File: src/mfde_pkg.sv
`timescale 1ns / 1ps
`default_nettype none

package mfde_pkg;

    localparam int SCREEN_WIDTH  = 128;
    localparam int SCREEN_HEIGHT = 32;
    localparam int ROW_BYTES     = (SCREEN_WIDTH + 7) / 8;
    localparam int STORE_BYTES   = SCREEN_HEIGHT * ROW_BYTES;
    localparam int ADDR_W        = $clog2(STORE_BYTES);
    localparam int COORD_W       = 11;

    localparam int GLYPH_COUNT = 37;
    localparam int GLYPH_COLS  = 5;
    localparam int GLYPH_ROWS  = 7;
    localparam int GLYPH_DOTS  = GLYPH_COLS * GLYPH_ROWS;
    localparam int BLANK_GLYPH = 36;
    localparam int PCT_DOTS    = 13;

    typedef enum logic [2:0] {
        OP_CLEAR = 3'd0,
        OP_PIXEL = 3'd1,
        OP_HLINE = 3'd2,
        OP_VLINE = 3'd3,
        OP_RECT  = 3'd4,
        OP_FILL  = 3'd5,
        OP_GLYPH = 3'd6,
        OP_READ  = 3'd7
    } opcode_t;

    typedef enum logic [1:0] {
        GK_FONT,
        GK_PCT,
        GK_NONE
    } glyph_kind_t;

    typedef enum logic [2:0] {
        ST_CLEAR,
        ST_IDLE,
        ST_SETUP,
        ST_RD,
        ST_WR,
        ST_READ,
        ST_READ_DATA,
        ST_DONE
    } state_t;

    typedef struct packed {
        logic              on_screen;
        logic [ADDR_W-1:0] addr;
        logic [7:0]        mask;
    } pix_loc_t;

    localparam logic [7:0] FONT [GLYPH_COUNT][GLYPH_COLS] = '{
        '{8'h3e, 8'h51, 8'h49, 8'h45, 8'h3e}, '{8'h00, 8'h42, 8'h7f, 8'h40, 8'h00},
        '{8'h42, 8'h61, 8'h51, 8'h49, 8'h46}, '{8'h21, 8'h41, 8'h45, 8'h4b, 8'h31},
        '{8'h18, 8'h14, 8'h12, 8'h7f, 8'h10}, '{8'h27, 8'h45, 8'h45, 8'h45, 8'h39},
        '{8'h3c, 8'h4a, 8'h49, 8'h49, 8'h30}, '{8'h01, 8'h71, 8'h09, 8'h05, 8'h03},
        '{8'h36, 8'h49, 8'h49, 8'h49, 8'h36}, '{8'h06, 8'h49, 8'h49, 8'h29, 8'h1e},
        '{8'h7e, 8'h11, 8'h11, 8'h11, 8'h7e}, '{8'h7f, 8'h49, 8'h49, 8'h49, 8'h36},
        '{8'h3e, 8'h41, 8'h41, 8'h41, 8'h22}, '{8'h7f, 8'h41, 8'h41, 8'h22, 8'h1c},
        '{8'h7f, 8'h49, 8'h49, 8'h49, 8'h41}, '{8'h7f, 8'h09, 8'h09, 8'h09, 8'h01},
        '{8'h3e, 8'h41, 8'h49, 8'h49, 8'h7a}, '{8'h7f, 8'h08, 8'h08, 8'h08, 8'h7f},
        '{8'h00, 8'h41, 8'h7f, 8'h41, 8'h00}, '{8'h20, 8'h40, 8'h41, 8'h3f, 8'h01},
        '{8'h7f, 8'h08, 8'h14, 8'h22, 8'h41}, '{8'h7f, 8'h40, 8'h40, 8'h40, 8'h40},
        '{8'h7f, 8'h02, 8'h0c, 8'h02, 8'h7f}, '{8'h7f, 8'h04, 8'h08, 8'h10, 8'h7f},
        '{8'h3e, 8'h41, 8'h41, 8'h41, 8'h3e}, '{8'h7f, 8'h09, 8'h09, 8'h09, 8'h06},
        '{8'h3e, 8'h41, 8'h51, 8'h21, 8'h5e}, '{8'h7f, 8'h09, 8'h19, 8'h29, 8'h46},
        '{8'h46, 8'h49, 8'h49, 8'h49, 8'h31}, '{8'h01, 8'h01, 8'h7f, 8'h01, 8'h01},
        '{8'h3f, 8'h40, 8'h40, 8'h40, 8'h3f}, '{8'h1f, 8'h20, 8'h40, 8'h20, 8'h1f},
        '{8'h3f, 8'h40, 8'h38, 8'h40, 8'h3f}, '{8'h63, 8'h14, 8'h08, 8'h14, 8'h63},
        '{8'h07, 8'h08, 8'h70, 8'h08, 8'h07}, '{8'h61, 8'h51, 8'h49, 8'h45, 8'h43},
        '{8'h00, 8'h00, 8'h00, 8'h00, 8'h00}
    };

    localparam logic [2:0] PCT_DX [PCT_DOTS] = '{
        3'd0, 3'd1, 3'd0, 3'd1, 3'd4, 3'd5, 3'd4, 3'd5, 3'd4, 3'd3, 3'd2, 3'd1, 3'd0
    };
    localparam logic [2:0] PCT_DY [PCT_DOTS] = '{
        3'd0, 3'd0, 3'd1, 3'd1, 3'd5, 3'd5, 3'd6, 3'd6, 3'd1, 3'd2, 3'd3, 3'd4, 3'd5
    };

    function automatic glyph_kind_t glyph_kind(input logic [7:0] code);
        glyph_kind_t k;
        if ((code >= 8'd48 && code <= 8'd57) || (code >= 8'd65 && code <= 8'd90) ||
            (code >= 8'd97 && code <= 8'd122) || code == 8'd32) begin
            k = GK_FONT;
        end else if (code == 8'd37) begin
            k = GK_PCT;
        end else begin
            k = GK_NONE;
        end
        return k;
    endfunction

    function automatic logic [5:0] glyph_index(input logic [7:0] code);
        logic [7:0] g;
        if (code >= 8'd48 && code <= 8'd57) begin
            g = code - 8'd48;
        end else if (code >= 8'd65 && code <= 8'd90) begin
            g = code - 8'd55;
        end else if (code >= 8'd97 && code <= 8'd122) begin
            g = code - 8'd87;
        end else begin
            g = 8'(BLANK_GLYPH);
        end
        return g[5:0];
    endfunction

endpackage

`default_nettype wire

File: src/mfde_ram.sv
`timescale 1ns / 1ps
`default_nettype none

module mfde_ram #(
    parameter int WIDTH = 8,
    parameter int DEPTH = 512
) (
    input  wire logic                     aclk,
    input  wire logic                     we,
    input  wire logic [$clog2(DEPTH)-1:0] waddr,
    input  wire logic [WIDTH-1:0]         wdata,
    input  wire logic [$clog2(DEPTH)-1:0] raddr,
    output logic      [WIDTH-1:0]         rdata
);

    logic [WIDTH-1:0] mem [DEPTH];

    always_ff @(posedge aclk) begin
        if (we) begin
            mem[waddr] <= wdata;
        end
        rdata <= mem[raddr];
    end

endmodule

`default_nettype wire

File: src/mfde_map.sv
`timescale 1ns / 1ps
`default_nettype none

module mfde_map (
    input  wire logic [mfde_pkg::COORD_W-1:0] px,
    input  wire logic [mfde_pkg::COORD_W-1:0] py,
    output mfde_pkg::pix_loc_t                loc
);

    logic [mfde_pkg::COORD_W-1:0] mx;
    logic [mfde_pkg::COORD_W-1:0] my;
    logic                         x_ok;
    logic                         y_ok;

    always_comb begin
        x_ok = !px[mfde_pkg::COORD_W-1] &&
               (px < mfde_pkg::COORD_W'(mfde_pkg::SCREEN_WIDTH));
        y_ok = !py[mfde_pkg::COORD_W-1] &&
               (py < mfde_pkg::COORD_W'(mfde_pkg::SCREEN_HEIGHT));
        // both axes mirrored
        mx = mfde_pkg::COORD_W'(mfde_pkg::SCREEN_WIDTH - 1) - px;
        my = mfde_pkg::COORD_W'(mfde_pkg::SCREEN_HEIGHT - 1) - py;
        loc.on_screen = x_ok && y_ok;
        loc.addr = mfde_pkg::ADDR_W'(32'(my) * mfde_pkg::ROW_BYTES + 32'(mx >> 3));
        loc.mask = 8'h80 >> mx[2:0];
    end

endmodule

`default_nettype wire

File: src/mono_framebuffer_draw_engine.sv
`timescale 1ns / 1ps
`default_nettype none
// Clear walks ST_CLEAR over all 512 bytes; a byte read passes ST_READ and ST_READ_DATA.
// Drawing reads then writes each on-screen pixel, steps past off-screen ones, and sets up
// each pass (a line, rectangle edge, font dot or percent dot) in ST_SETUP, then ST_DONE.
// One item at a time; all pixel work goes through one read-modify-write port.
// Reset (aresetn low, synchronous) starts a clearing pass of the whole
// framebuffer; s_ready stays low until it ends.

module mono_framebuffer_draw_engine (
    input  wire logic       aclk,
    input  wire logic       aresetn,
    input  wire logic       s_valid,
    output logic            s_ready,
    input  wire logic [2:0] s_opcode,
    input  wire logic [8:0] s_x_pos,
    input  wire logic [8:0] s_y_pos,
    input  wire logic [7:0] s_span_width,
    input  wire logic [7:0] s_span_height,
    input  wire logic       s_pixel_color,
    input  wire logic [7:0] s_glyph_code,
    input  wire logic [3:0] s_glyph_scale,
    input  wire logic [4:0] s_read_row,
    input  wire logic [3:0] s_read_column,
    output logic            m_valid,
    input  wire logic       m_ready,
    output logic [7:0]      m_read_data
);

    localparam int CW = mfde_pkg::COORD_W;
    localparam int AW = mfde_pkg::ADDR_W;

    mfde_pkg::state_t    state_reg, state_next;
    mfde_pkg::opcode_t   op_reg, op_next;
    mfde_pkg::glyph_kind_t kind_reg, kind_next;
    logic [CW-1:0] x_reg, x_next, y_reg, y_next;
    logic [7:0]    w_reg, w_next, h_reg, h_next;
    logic          color_reg, color_next;
    logic [5:0]    gidx_reg, gidx_next;
    logic [3:0]    scale_reg, scale_next;
    logic [4:0]    rrow_reg, rrow_next;
    logic [3:0]    rcol_reg, rcol_next;
    logic [5:0]    phase_reg, phase_next;
    logic [2:0]    gcol_reg, gcol_next, grow_reg, grow_next;
    logic [CW-1:0] bx_reg, bx_next, by_reg, by_next;
    logic [7:0]    pw_reg, pw_next, ph_reg, ph_next;
    logic [7:0]    i_reg, i_next, j_reg, j_next;
    logic [AW-1:0] addr_reg, addr_next;
    logic [7:0]    mask_reg, mask_next;
    logic [AW-1:0] clr_reg, clr_next;
    logic          clr_cmd_reg, clr_cmd_next;
    logic [7:0]    data_reg, data_next;
    logic          m_valid_reg, m_valid_next;
    logic [7:0]    m_data_reg, m_data_next;

    // pass description for the current phase
    logic [5:0]    n_phases;
    logic          pass_en;
    logic [CW-1:0] pass_x, pass_y;
    logic [7:0]    pass_w, pass_h;
    logic [CW-1:0] dot_off_x, dot_off_y;

    logic          accept;
    logic          last_i, last_j, last_phase;
    logic          rd_in_range;
    logic [AW-1:0] rd_addr;
    logic [CW-1:0] px, py;
    mfde_pkg::pix_loc_t loc;

    logic          ram_we;
    logic [AW-1:0] ram_waddr, ram_raddr;
    logic [7:0]    ram_wdata, ram_rdata;

    assign accept  = s_valid && s_ready;
    assign s_ready = (state_reg == mfde_pkg::ST_IDLE);
    assign m_valid = m_valid_reg;
    assign m_read_data = m_data_reg;

    assign px = bx_reg + {{(CW-8){1'b0}}, i_reg};
    assign py = by_reg + {{(CW-8){1'b0}}, j_reg};

    mfde_map u_map (
        .px  (px),
        .py  (py),
        .loc (loc)
    );

    mfde_ram #(
        .WIDTH (8),
        .DEPTH (mfde_pkg::STORE_BYTES)
    ) u_ram (
        .aclk  (aclk),
        .we    (ram_we),
        .waddr (ram_waddr),
        .wdata (ram_wdata),
        .raddr (ram_raddr),
        .rdata (ram_rdata)
    );

    assign rd_in_range = (32'(rrow_reg) < mfde_pkg::SCREEN_HEIGHT) &&
                         (32'(rcol_reg) < mfde_pkg::ROW_BYTES);
    assign rd_addr = AW'(32'(rrow_reg) * mfde_pkg::ROW_BYTES + 32'(rcol_reg));

    assign last_i     = ({1'b0, i_reg} + 9'd1) == {1'b0, pw_reg};
    assign last_j     = ({1'b0, j_reg} + 9'd1) == {1'b0, ph_reg};
    assign last_phase = (phase_reg == n_phases);

    always_comb begin
        ram_we    = (state_reg == mfde_pkg::ST_CLEAR) || (state_reg == mfde_pkg::ST_WR);
        ram_waddr = (state_reg == mfde_pkg::ST_CLEAR) ? clr_reg : addr_reg;
        ram_wdata = 8'h00;
        if (state_reg == mfde_pkg::ST_WR) begin
            ram_wdata = color_reg ? (ram_rdata | mask_reg) : (ram_rdata & ~mask_reg);
        end
        ram_raddr = (state_reg == mfde_pkg::ST_READ) ? rd_addr : loc.addr;
    end

    // pass setup
    always_comb begin
        dot_off_x = CW'(gcol_reg) * CW'(scale_reg);
        dot_off_y = CW'(grow_reg) * CW'(scale_reg);
        n_phases  = 6'd1;
        pass_en   = 1'b1;
        pass_x    = x_reg;
        pass_y    = y_reg;
        pass_w    = 8'd1;
        pass_h    = 8'd1;
        case (op_reg)
            mfde_pkg::OP_PIXEL: begin
            end
            mfde_pkg::OP_HLINE: begin
                pass_w = w_reg;
            end
            mfde_pkg::OP_VLINE: begin
                pass_h = h_reg;
            end
            mfde_pkg::OP_FILL: begin
                pass_w = w_reg;
                pass_h = h_reg;
            end
            mfde_pkg::OP_RECT: begin
                n_phases = 6'd4;
                case (phase_reg[1:0])
                    2'd0: pass_w = w_reg;
                    2'd1: begin
                        pass_w = w_reg;
                        pass_y = y_reg + {{(CW-8){1'b0}}, h_reg} - CW'(1);
                    end
                    2'd2: pass_h = h_reg;
                    default: begin
                        pass_h = h_reg;
                        pass_x = x_reg + {{(CW-8){1'b0}}, w_reg} - CW'(1);
                    end
                endcase
            end
            mfde_pkg::OP_GLYPH: begin
                if (kind_reg == mfde_pkg::GK_FONT) begin
                    n_phases = 6'(mfde_pkg::GLYPH_DOTS);
                    pass_en  = mfde_pkg::FONT[gidx_reg][gcol_reg][grow_reg];
                    pass_x   = x_reg + dot_off_x;
                    pass_y   = y_reg + dot_off_y;
                    pass_w   = {4'd0, scale_reg};
                    pass_h   = {4'd0, scale_reg};
                end else if (kind_reg == mfde_pkg::GK_PCT) begin
                    n_phases = 6'(mfde_pkg::PCT_DOTS);
                    pass_x   = x_reg + CW'(mfde_pkg::PCT_DX[phase_reg[3:0]]);
                    pass_y   = y_reg + CW'(mfde_pkg::PCT_DY[phase_reg[3:0]]);
                end else begin
                    n_phases = 6'd0;
                end
            end
            default: n_phases = 6'd0;
        endcase
    end

    // next state
    always_comb begin
        state_next = state_reg;
        unique case (state_reg)
            mfde_pkg::ST_CLEAR: begin
                if (clr_reg == AW'(mfde_pkg::STORE_BYTES - 1)) begin
                    state_next = clr_cmd_reg ? mfde_pkg::ST_DONE : mfde_pkg::ST_IDLE;
                end
            end
            mfde_pkg::ST_IDLE: begin
                if (accept) begin
                    if (mfde_pkg::opcode_t'(s_opcode) == mfde_pkg::OP_CLEAR) begin
                        state_next = mfde_pkg::ST_CLEAR;
                    end else if (mfde_pkg::opcode_t'(s_opcode) == mfde_pkg::OP_READ) begin
                        state_next = mfde_pkg::ST_READ;
                    end else begin
                        state_next = mfde_pkg::ST_SETUP;
                    end
                end
            end
            mfde_pkg::ST_SETUP: begin
                if (last_phase) begin
                    state_next = mfde_pkg::ST_DONE;
                end else if (pass_en && pass_w != 8'd0 && pass_h != 8'd0) begin
                    state_next = mfde_pkg::ST_RD;
                end
            end
            mfde_pkg::ST_RD: begin
                if (loc.on_screen) begin
                    state_next = mfde_pkg::ST_WR;
                end else if (last_i && last_j) begin
                    state_next = mfde_pkg::ST_SETUP;
                end
            end
            mfde_pkg::ST_WR: begin
                state_next = (last_i && last_j) ? mfde_pkg::ST_SETUP : mfde_pkg::ST_RD;
            end
            mfde_pkg::ST_READ:      state_next = mfde_pkg::ST_READ_DATA;
            mfde_pkg::ST_READ_DATA: state_next = mfde_pkg::ST_DONE;
            mfde_pkg::ST_DONE: begin
                if (!m_valid_reg || m_ready) begin
                    state_next = mfde_pkg::ST_IDLE;
                end
            end
            default: state_next = mfde_pkg::ST_IDLE;
        endcase
    end

    // datapath
    always_comb begin
        op_next      = op_reg;
        kind_next    = kind_reg;
        x_next       = x_reg;
        y_next       = y_reg;
        w_next       = w_reg;
        h_next       = h_reg;
        color_next   = color_reg;
        gidx_next    = gidx_reg;
        scale_next   = scale_reg;
        rrow_next    = rrow_reg;
        rcol_next    = rcol_reg;
        phase_next   = phase_reg;
        gcol_next    = gcol_reg;
        grow_next    = grow_reg;
        bx_next      = bx_reg;
        by_next      = by_reg;
        pw_next      = pw_reg;
        ph_next      = ph_reg;
        i_next       = i_reg;
        j_next       = j_reg;
        addr_next    = addr_reg;
        mask_next    = mask_reg;
        clr_next     = clr_reg;
        clr_cmd_next = clr_cmd_reg;
        data_next    = data_reg;
        m_valid_next = m_valid_reg;
        m_data_next  = m_data_reg;

        if (m_valid_reg && m_ready) begin
            m_valid_next = 1'b0;
        end

        unique case (state_reg)
            mfde_pkg::ST_CLEAR: begin
                clr_next = clr_reg + AW'(1);
            end
            mfde_pkg::ST_IDLE: begin
                if (accept) begin
                    op_next      = mfde_pkg::opcode_t'(s_opcode);
                    kind_next    = mfde_pkg::glyph_kind(s_glyph_code);
                    gidx_next    = mfde_pkg::glyph_index(s_glyph_code);
                    x_next       = {{(CW-9){s_x_pos[8]}}, s_x_pos};
                    y_next       = {{(CW-9){s_y_pos[8]}}, s_y_pos};
                    w_next       = s_span_width;
                    h_next       = s_span_height;
                    color_next   = s_pixel_color ||
                                   (mfde_pkg::opcode_t'(s_opcode) == mfde_pkg::OP_GLYPH);
                    scale_next   = s_glyph_scale;
                    rrow_next    = s_read_row;
                    rcol_next    = s_read_column;
                    phase_next   = 6'd0;
                    gcol_next    = 3'd0;
                    grow_next    = 3'd0;
                    clr_next     = '0;
                    clr_cmd_next = 1'b1;
                    data_next    = 8'h00;
                end
            end
            mfde_pkg::ST_SETUP: begin
                if (!last_phase) begin
                    bx_next = pass_x;
                    by_next = pass_y;
                    pw_next = pass_w;
                    ph_next = pass_h;
                    i_next  = 8'd0;
                    j_next  = 8'd0;
                    phase_next = phase_reg + 6'd1;
                    if (grow_reg == 3'(mfde_pkg::GLYPH_ROWS - 1)) begin
                        grow_next = 3'd0;
                        gcol_next = gcol_reg + 3'd1;
                    end else begin
                        grow_next = grow_reg + 3'd1;
                    end
                end
            end
            mfde_pkg::ST_RD, mfde_pkg::ST_WR: begin
                addr_next = loc.addr;
                mask_next = loc.mask;
                if (state_reg == mfde_pkg::ST_WR || !loc.on_screen) begin
                    if (!last_i) begin
                        i_next = i_reg + 8'd1;
                    end else begin
                        i_next = 8'd0;
                        j_next = j_reg + 8'd1;
                    end
                end
            end
            mfde_pkg::ST_READ: begin
            end
            mfde_pkg::ST_READ_DATA: begin
                data_next = rd_in_range ? ram_rdata : 8'h00;
            end
            mfde_pkg::ST_DONE: begin
                if (!m_valid_reg || m_ready) begin
                    m_valid_next = 1'b1;
                    m_data_next  = data_reg;
                end
            end
            default: begin
            end
        endcase
    end

    always_ff @(posedge aclk) begin
        if (!aresetn) begin
            state_reg   <= mfde_pkg::ST_CLEAR;
            clr_reg     <= '0;
            clr_cmd_reg <= 1'b0;
            m_valid_reg <= 1'b0;
        end else begin
            state_reg   <= state_next;
            clr_reg     <= clr_next;
            clr_cmd_reg <= clr_cmd_next;
            m_valid_reg <= m_valid_next;
        end
    end

    always_ff @(posedge aclk) begin
        op_reg     <= op_next;
        kind_reg   <= kind_next;
        x_reg      <= x_next;
        y_reg      <= y_next;
        w_reg      <= w_next;
        h_reg      <= h_next;
        color_reg  <= color_next;
        gidx_reg   <= gidx_next;
        scale_reg  <= scale_next;
        rrow_reg   <= rrow_next;
        rcol_reg   <= rcol_next;
        phase_reg  <= phase_next;
        gcol_reg   <= gcol_next;
        grow_reg   <= grow_next;
        bx_reg     <= bx_next;
        by_reg     <= by_next;
        pw_reg     <= pw_next;
        ph_reg     <= ph_next;
        i_reg      <= i_next;
        j_reg      <= j_next;
        addr_reg   <= addr_next;
        mask_reg   <= mask_next;
        data_reg   <= data_next;
        m_data_reg <= m_data_next;
    end

    a_write_states: assert property (@(posedge aclk) disable iff (!aresetn)
        ram_we |-> (state_reg == mfde_pkg::ST_CLEAR || state_reg == mfde_pkg::ST_WR))
        else $error("framebuffer written outside clear or write state");

    a_busy_after_accept: assert property (@(posedge aclk) disable iff (!aresetn)
        accept |=> !s_ready)
        else $error("item accepted while previous item in flight");

    a_counters_in_pass: assert property (@(posedge aclk) disable iff (!aresetn)
        (state_reg == mfde_pkg::ST_RD) |-> (i_reg < pw_reg && j_reg < ph_reg))
        else $error("pixel counters outside pass");

    a_wr_after_rd: assert property (@(posedge aclk) disable iff (!aresetn)
        (state_reg == mfde_pkg::ST_WR) |-> $past(state_reg == mfde_pkg::ST_RD))
        else $error("write without preceding read");

endmodule

`default_nettype wire
File: config.mk
export PLATFORM = sky130hd
export DESIGN_NAME = mono_framebuffer_draw_engine
export DESIGN_NICKNAME = d
export VERILOG_FILES = /design/src/mfde_pkg.sv /design/src/mfde_ram.sv /design/src/mfde_map.sv /design/src/mono_framebuffer_draw_engine.sv
export SDC_FILE = /design/constraint.sdc
export NUM_CORES = 2
export LEC_CHECK = 0
export BUFFER_PORTS_ARGS = -buffer_cell sky130_fd_sc_hd__buf_2
export CORE_MARGIN = 4
export CORE_UTILIZATION = 40
export CTS_CLUSTER_DIAMETER = 50
export DETAILED_ROUTE_END_ITERATION = 10
export MAX_ROUTING_LAYER = met4
export PLACE_DENSITY = 0.59
export SYNTH_ARGS = -nofsm -noshare
export SYNTH_HDL_FRONTEND = slang
export SYNTH_SLANG_ARGS = --single-unit
File: constraint.sdc
create_clock -name aclk -period 42 [get_ports aclk]
set_input_delay 2.1 -clock aclk [delete_from_list [all_inputs] [get_ports aclk]]
set_output_delay 2.1 -clock aclk [all_outputs]
set_load 0.02 [all_outputs]
# Word level (Yosys, flattened, before mapping)
# Memories as Yosys holds them, arrays and structs flattened. A register that Yosys moved wholly into a read port is not among the register bits.
# Cells that the tools add are included.
[totals]
ramBits = 4096
in_bits = 63
regBits = 172
n_memories = 4
rom_bits = 2656
[classes]
muxes = 75
reduce_logical = 48
add_sub_neg = 25
n_eq_ne = 34
n_lt_le_gt_ge = 12
mul = 2
shift = 1
n_bitwise = 7
[mem_list]
columns = ["name", "words", "word_bits", "rd", "rd_ports_with_merged_regs", "write_ports", "line_no", "source"]
rows = [
  ["u_ram.mem", 512, 8, 1, 1, 1, "mfde_ram.sv:16", "logic [WIDTH-1:0] mem [DEPTH];"],
  ["(name not given)", 64, 40, 1, 0, 0, "mono_framebuffer_draw_engine.sv:159", "pass_en = mfde_pkg::FONT[gidx_reg][gcol_reg][grow_reg];"],
  ["(name not given)", 16, 3, 1, 0, 0, "mono_framebuffer_draw_engine.sv:167", "pass_y = y_reg + CW'(mfde_pkg::PCT_DY[phase_reg[3:0]]);"],
  ["(name not given)", 16, 3, 1, 0, 0, "mono_framebuffer_draw_engine.sv:166", "pass_x = x_reg + CW'(mfde_pkg::PCT_DX[phase_reg[3:0]]);"],
]
[ops]
columns = ["operator", "n"]
rows = [
  ["two-way mux 8 bit", 12],
  ["two-way mux 40 bit", 2],
  ["two-way mux 11 bit", 6],
  ["two-way mux 3 bit", 19],
  ["case mux 8 bit (2 select lines)", 3],
  ["case mux 8 bit (3 select lines)", 2],
  ["case mux 11 bit (2 select lines)", 2],
  ["two-way mux 6 bit", 6],
  ["== test 3 bit, second input constant", 10],
  ["two-way mux 9 bit", 3],
  ["binary-select mux 8 bit (select 3 bit)", 1],
  ["case mux 3 bit (8 select lines)", 1],
  ["adder 11 x 8 -> 11 bit", 2],
  ["subtractor 10 x 2 -> 11 bit, second input constant", 2],
  ["adder 9 x 4 -> 10 bit", 2],
  ["adder 9 x 8 -> 10 bit", 2],
  ["adder 9 x 9 -> 10 bit", 2],
  ["adder 8 x 1 -> 9 bit, second input constant", 2],
  ["== test 9 x 8 -> 1 bit", 2],
  ["case mux 6 bit (3 select lines)", 1],
  ["case mux 9 bit (2 select lines)", 1],
  ["adder 8 x 1 -> 8 bit, second input constant", 2],
  ["== test 8 x 6 -> 1 bit, second input constant", 2],
  [">= comparator 8 x 7 -> 1 bit, second input constant", 2],
  ["other kinds (56)", 115],
]

# Longest topological paths before layout
[logic_depth]
word_depth = 16
depth_mapped = 24
depth_no_buf = 23

# Hierarchy
# A second synthesis with hierarchy kept.
[hier_totals]
cells_unflattened = 9553
hier_area_um2 = 173802.9
[modules_own_cells]
columns = ["mod", "cells_per_inst", "area_per_inst_um2", "n_inst"]
rows = [
  ["mfde_ram", 8030, 159927.1, 1],
  ["mono_framebuffer_draw_engine", 1479, 13574.3, 1],
  ["mfde_map", 44, 301.5, 1],
]

# Worst setup path after synthesis
# OpenSTA, ideal clock, no wires.
[synth_timing]
path_type = "register to register"
startpoint = "register state_reg[2]"
endpoint = "memory u_ram.mem[0][0], data pin"
synth_period_minus_slack_ps = 15615
t_arrival_ps = 13040
required_ps = 39424
setup_ps = 2576
path_stages_with_launch = 6
path_buffers = 3
slack_ps = 26385
cell_sequence = "dfxtp_1 > buf_2 > buf_1 > clkbuf_1 > nand2_1 > nor2_1"
[synth_between]
elab_chain_cells = 2
[synth_rtl]
columns = ["item", "line_no", "source"]
rows = [
  ["start, declared", "mono_framebuffer_draw_engine.sv:33", "mfde_pkg::state_t state_reg, state_next;"],
  ["start signal, assigned", "mono_framebuffer_draw_engine.sv:331", "state_reg <= mfde_pkg::ST_CLEAR;"],
  ["start signal, assigned", "mono_framebuffer_draw_engine.sv:336", "state_reg <= state_next;"],
  ["== test 3 bit", "mono_framebuffer_draw_engine.sv:112", "if (state_reg == mfde_pkg::ST_WR) begin"],
  ["two-way mux 8 bit", "mono_framebuffer_draw_engine.sv:112", ""],
  ["net ram_wdata[0]", "mono_framebuffer_draw_engine.sv:72", "logic [7:0] ram_wdata, ram_rdata;"],
  ["end, declared", "mfde_ram.sv:16", ""],
]
# The timed path passes the listed nets, and every way through them passes these cells.

# Worst setup path after layout
[layout_timing]
startpoint = "register i_reg[0]"
endpoint = "register u_ram.rdata[7] (read register of u_ram.mem)"
[layout_between]
elab_chain_cells = 4
[layout_rtl]
columns = ["item", "line_no", "source"]
rows = [
  ["start, declared", "mono_framebuffer_draw_engine.sv:47", "logic [7:0] i_reg, i_next, j_reg, j_next;"],
  ["start signal, assigned", "mono_framebuffer_draw_engine.sv:362", "i_reg <= i_next;"],
  ["adder 11 x 8 -> 11 bit", "mono_framebuffer_draw_engine.sv:79", "assign px = bx_reg + {{(CW-8){1'b0}}, i_reg};"],
  ["subtractor 7 x 11 -> 11 bit", "mfde_map.sv:21", "mx = mfde_pkg::COORD_W'(mfde_pkg::SCREEN_WIDTH - 1) - px;"],
  ["adder 9 x 8 -> 9 bit", "mfde_map.sv:24", "loc.addr = mfde_pkg::ADDR_W'(32'(my) * mfde_pkg::ROW_BYTES + 32'(mx >> 3));"],
  ["two-way mux 9 bit", "mono_framebuffer_draw_engine.sv:115", "ram_raddr = (state_reg == mfde_pkg::ST_READ) ? rd_addr : loc.addr;"],
  ["end, declared", "mfde_ram.sv:13", "output logic [WIDTH-1:0] rdata"],
]
# Every way passes these cells.
# A chain may end at the register's enable or synchronous reset.

==> out/results.md <==
* buffers and inverters — family with the most delay on the worst path
* flop to flop — Setup CP Type
* 8.205 ns — final worst path period need
* 73 — count of boundary I/O pins
* 458 — CTS buffer count
* flop to flop — worst hold path type
* 4 — number of buffers on the longest clock path
* 128,200 µm² — register cell area after layout
* 95 — number of distinct library cell variants in the gate-level netlist after synthesis
* 674.4 µm — vertical die dimension
* 0 ns — Sum Neg Setup Slack
* 244 — Placement Rows
* 42.93 ns — Critical Path RT
* 0 — total grt overflow
* 39,790 — Fill cells
* u_ram.rdata[7] — endpoint of the lowest-slack register-to-register path
* 14,200 — Post-layout nets
* 7 — WP buf/inv
* data_reg[4] — hold path startpoint
* 859,700 µm — global-route wire length before repair
* edfxtp_1 — library cell with the largest summed area after synthesis
* flop — kind of end point of the critical path
* 9.14 ns — arrival time at the worst endpoint
* 1.02 ns — clock network latency to the later pin of the worst-skew pair
* 0 — depth of the worst hold-timing path
* 12.59 µm² — Mapped Avg Cell Area
* 67.24 nW — leakage power
* 0.03439 mV — peak supply drop
* edfxtp_1 — most instantiated library cell after synthesis
* 0 — final hold viol count
* finished with violations — run status
* ha_1 > fa_1 > a211oi_4 > o21bai_2 > buf_4 > a31oi_4 > buf_4 > buf_4 > buf_4 > buf_4 > buf_4 > nand2_1 > nand3_1 > a21oi_1 > nor4_1 > buf_4 > a22o_1 > nor4_1 > o311a_1 > a31oi_1 — Critical Path, Cell by Cell
* edfxtp_1 (4,254), nand2_1 (3,863), nand3_1 (1,571), nor2_1 (725), buf_2 (445) — leading post-synthesis cells by instance count
* 33.79 ns — Register-to-Register Setup Slack
* 0.08626 ns — Worst Clk Skew
* 72 — number of input and output port buffers inserted
* edfxtp_1 — Most used DFF post-synth
* 2 — count of pins over their slew limit
* 0.1219 GHz — Max Fclk
* 67 — top fanout value on the critical path
* 0.9278 — RD Place Congestion
* 0.2706 — total routing resource utilization after global routing
* 30.25 µm — Routed wire per std cell
* false — setup repair after global routing missed its margin
* 1.03 ns — largest incremental delay on the critical path
* 12.01% — post-synthesis to final-layout area growth
* 614,800 µm — final routed wirelength across all metal layers
* 454,800 µm² — die area
* 0.4501 — utilization after layout
* 43.27 nW/µm² — P per Cell Area
* 14,300 — syn_nets
* 20 — reg2reg path depth
* 0.7192 — area fraction of the dominant cell type after synthesis
* 442,100 µm² — core footprint
* 121,400 — number of vias after detailed routing
* buf_4 — cell repeated most along the worst path
* capacitance limit, slew limit — violated checks
* 0 — DRC errors left
* 177,600 µm² — summed instance area of the synthesized netlist
* 0 — total setup violations reported at the end of the flow
* i_reg[0] — origin of the critical flop-to-flop path
* 4,096 — max FFs per register
* 45,210 µm² — multi-input combinational cell area
* 0 — count of hold-fix buffers inserted at cts
* 54 — initial antenna violation count
* 0.08052 — share of post-route cells with drive strength above 1
* 0.4018 — effective utilization at floorplan
* 6 — number of iterations in the first detailed-routing pass
* 5.974 — via density per instance
* 1.668 ns — Worst Tran Pin Value
* 111,500 — vias in the first global route
* 0.1954 — final worst path period share
* 0 — asr flop ratio synth
* 0 — number of buffers inserted by post-CTS setup repair
* edfxtp_1 (72%), nand2_1 (8.2%), nand3_1 (4.4%), nor2_1 (1.5%), mux2i_1 (1.3%) — largest cells by area after synthesis
* 1 — total of max-cap violations
* 0 — Gates resized, CTS repair
* flop — Critical Path Source Type
* 19,940 — Starting DRT DRC Count
* 5 — CTS H-tree depth
* 0 — warnings from Yosys
* m_read_data[4] — Hold Path Sink
* 14,100 — instance count of the mapped netlist
* 202 — pin count of the biggest net entering global routing
* 674.4 µm — Die W
* 4,276 — clock tree sinks
* 0.06 ns — clock-pin slew on the worst setup and hold paths
* 4,254 — EDFF count, synth
* 365,700 µm — placed wire-length estimate
* yes — CTS tree
* 0 — number of nets still failing antenna checks after routing
* 0.7217 — portion of the post-synthesis area used by sequential elements
* 4,276 — Synth Register Bits
* nor4_1 — master of the slowest instance on the critical path
* -0.1269 — remaining max-slew budget at the tightest pin
* clkbuf_16 — root cell of the clock tree
-- per-layer routing --
layer / track usage / part of all wire
met1: 0.3563 / 0.38
met5: - / 0
met4: 0.1299 / 0.056
met3: 0.06337 / 0.12
met2: 0.3955 / 0.44
-- worst max-delay path by stage --
stage | cells after the start | from | endpoint | slack [ns]
after floorplan | 5 | state_reg[2] | u_ram.mem[0][0] | 26.38
after global routing | 20 | i_reg[0] | u_ram.rdata[7] | 33.60
after CTS | 20 | i_reg[0] | u_ram.rdata[7] | 33.86
final | 20 | i_reg[0] | u_ram.rdata[7] | 33.79
after detailed placement | 20 | i_reg[0] | u_ram.rdata[7] | 33.87
after global placement | 20 | i_reg[0] | u_ram.rdata[6] | 33.84
-- cells in the final DEF, fill, tap and decap left out, drive strengths merged, types with 34 or more instances in the layout --
cell type,count
a32oi,68
inv,162
nand4,86
edfxtp,4254
a221oi,43
nor4,57
a211oi,41
a22oi,34
o22ai,67
nand2,3864
ha,119
xor2,42
diode,38
clkbuf,563
and2,37
o21ai,161
and3,236
nand3,1571
nor3,50
a31oi,304
xnor2,55
mux2i,239
a311oi,200
a21oi,350
nor2,728
clkinv,196
buf,369
-- power by group --
group / leakage (nW) / total (mW) / internal [mW] / switching [mW]
logic: 24.5 / 0.0344 / 0.00560 / 0.0287
clock network: 7.07 / 3.95 / 2.22 / 1.73
registers: 35.7 / 4.62 / 4.62 / 0.000830
-- cell type report --
| class | count | share of cell area |
|---|---|---|
| diodes | 38 | 0.0004780 |
| multi-input cells | 8765 | 0.2273 |
| flip-flops and latches | 4276 | 0.6443 |
| repair buffers | 369 | 0.01496 |
| well taps | 5904 | 0.03713 |
| clock inverters | 278 | 0.01288 |
| inverters | 130 | 0.002453 |
| clock buffers | 563 | 0.06057 |
-- stage by stage --
step / hold WS (ns) / cells / power [mW] / area [µm²] / setup WS (ns)
after floorplan: 0.4003 / 14100 / 4.724 / 177600 / 26.38
after global placement: 0.4719 / 19440 / 4.747 / 184200 / 33.84
after detailed placement: 0.4397 / 19440 / 4.747 / 184200 / 33.87
after CTS: 0.4830 / 20290 / 8.625 / 198900 / 33.86
after global routing: 0.4975 / 20310 / 8.813 / 198900 / 33.60
final: 0.4666 / 20320 / 8.608 / 199000 / 33.79
-- cell families (layout without fill, tap and decap cells) --
family | Yosys count | count (layout) | synth area share
simple gates | 6750 | 6750 | 0.1621
flops | 4276 | 4276 | 0.7217
compound gates | 1532 | 1532 | 0.05910
buf+inv | 1063 | 1340 | 0.02736
mux | 252 | 252 | 0.01486
fa+ha+maj | 134 | 134 | 0.01007
xor+xnor | 97 | 97 | 0.004783
other cells | 0 | 38 | 0
No activity file was read; power rests on OpenSTA's default activity.
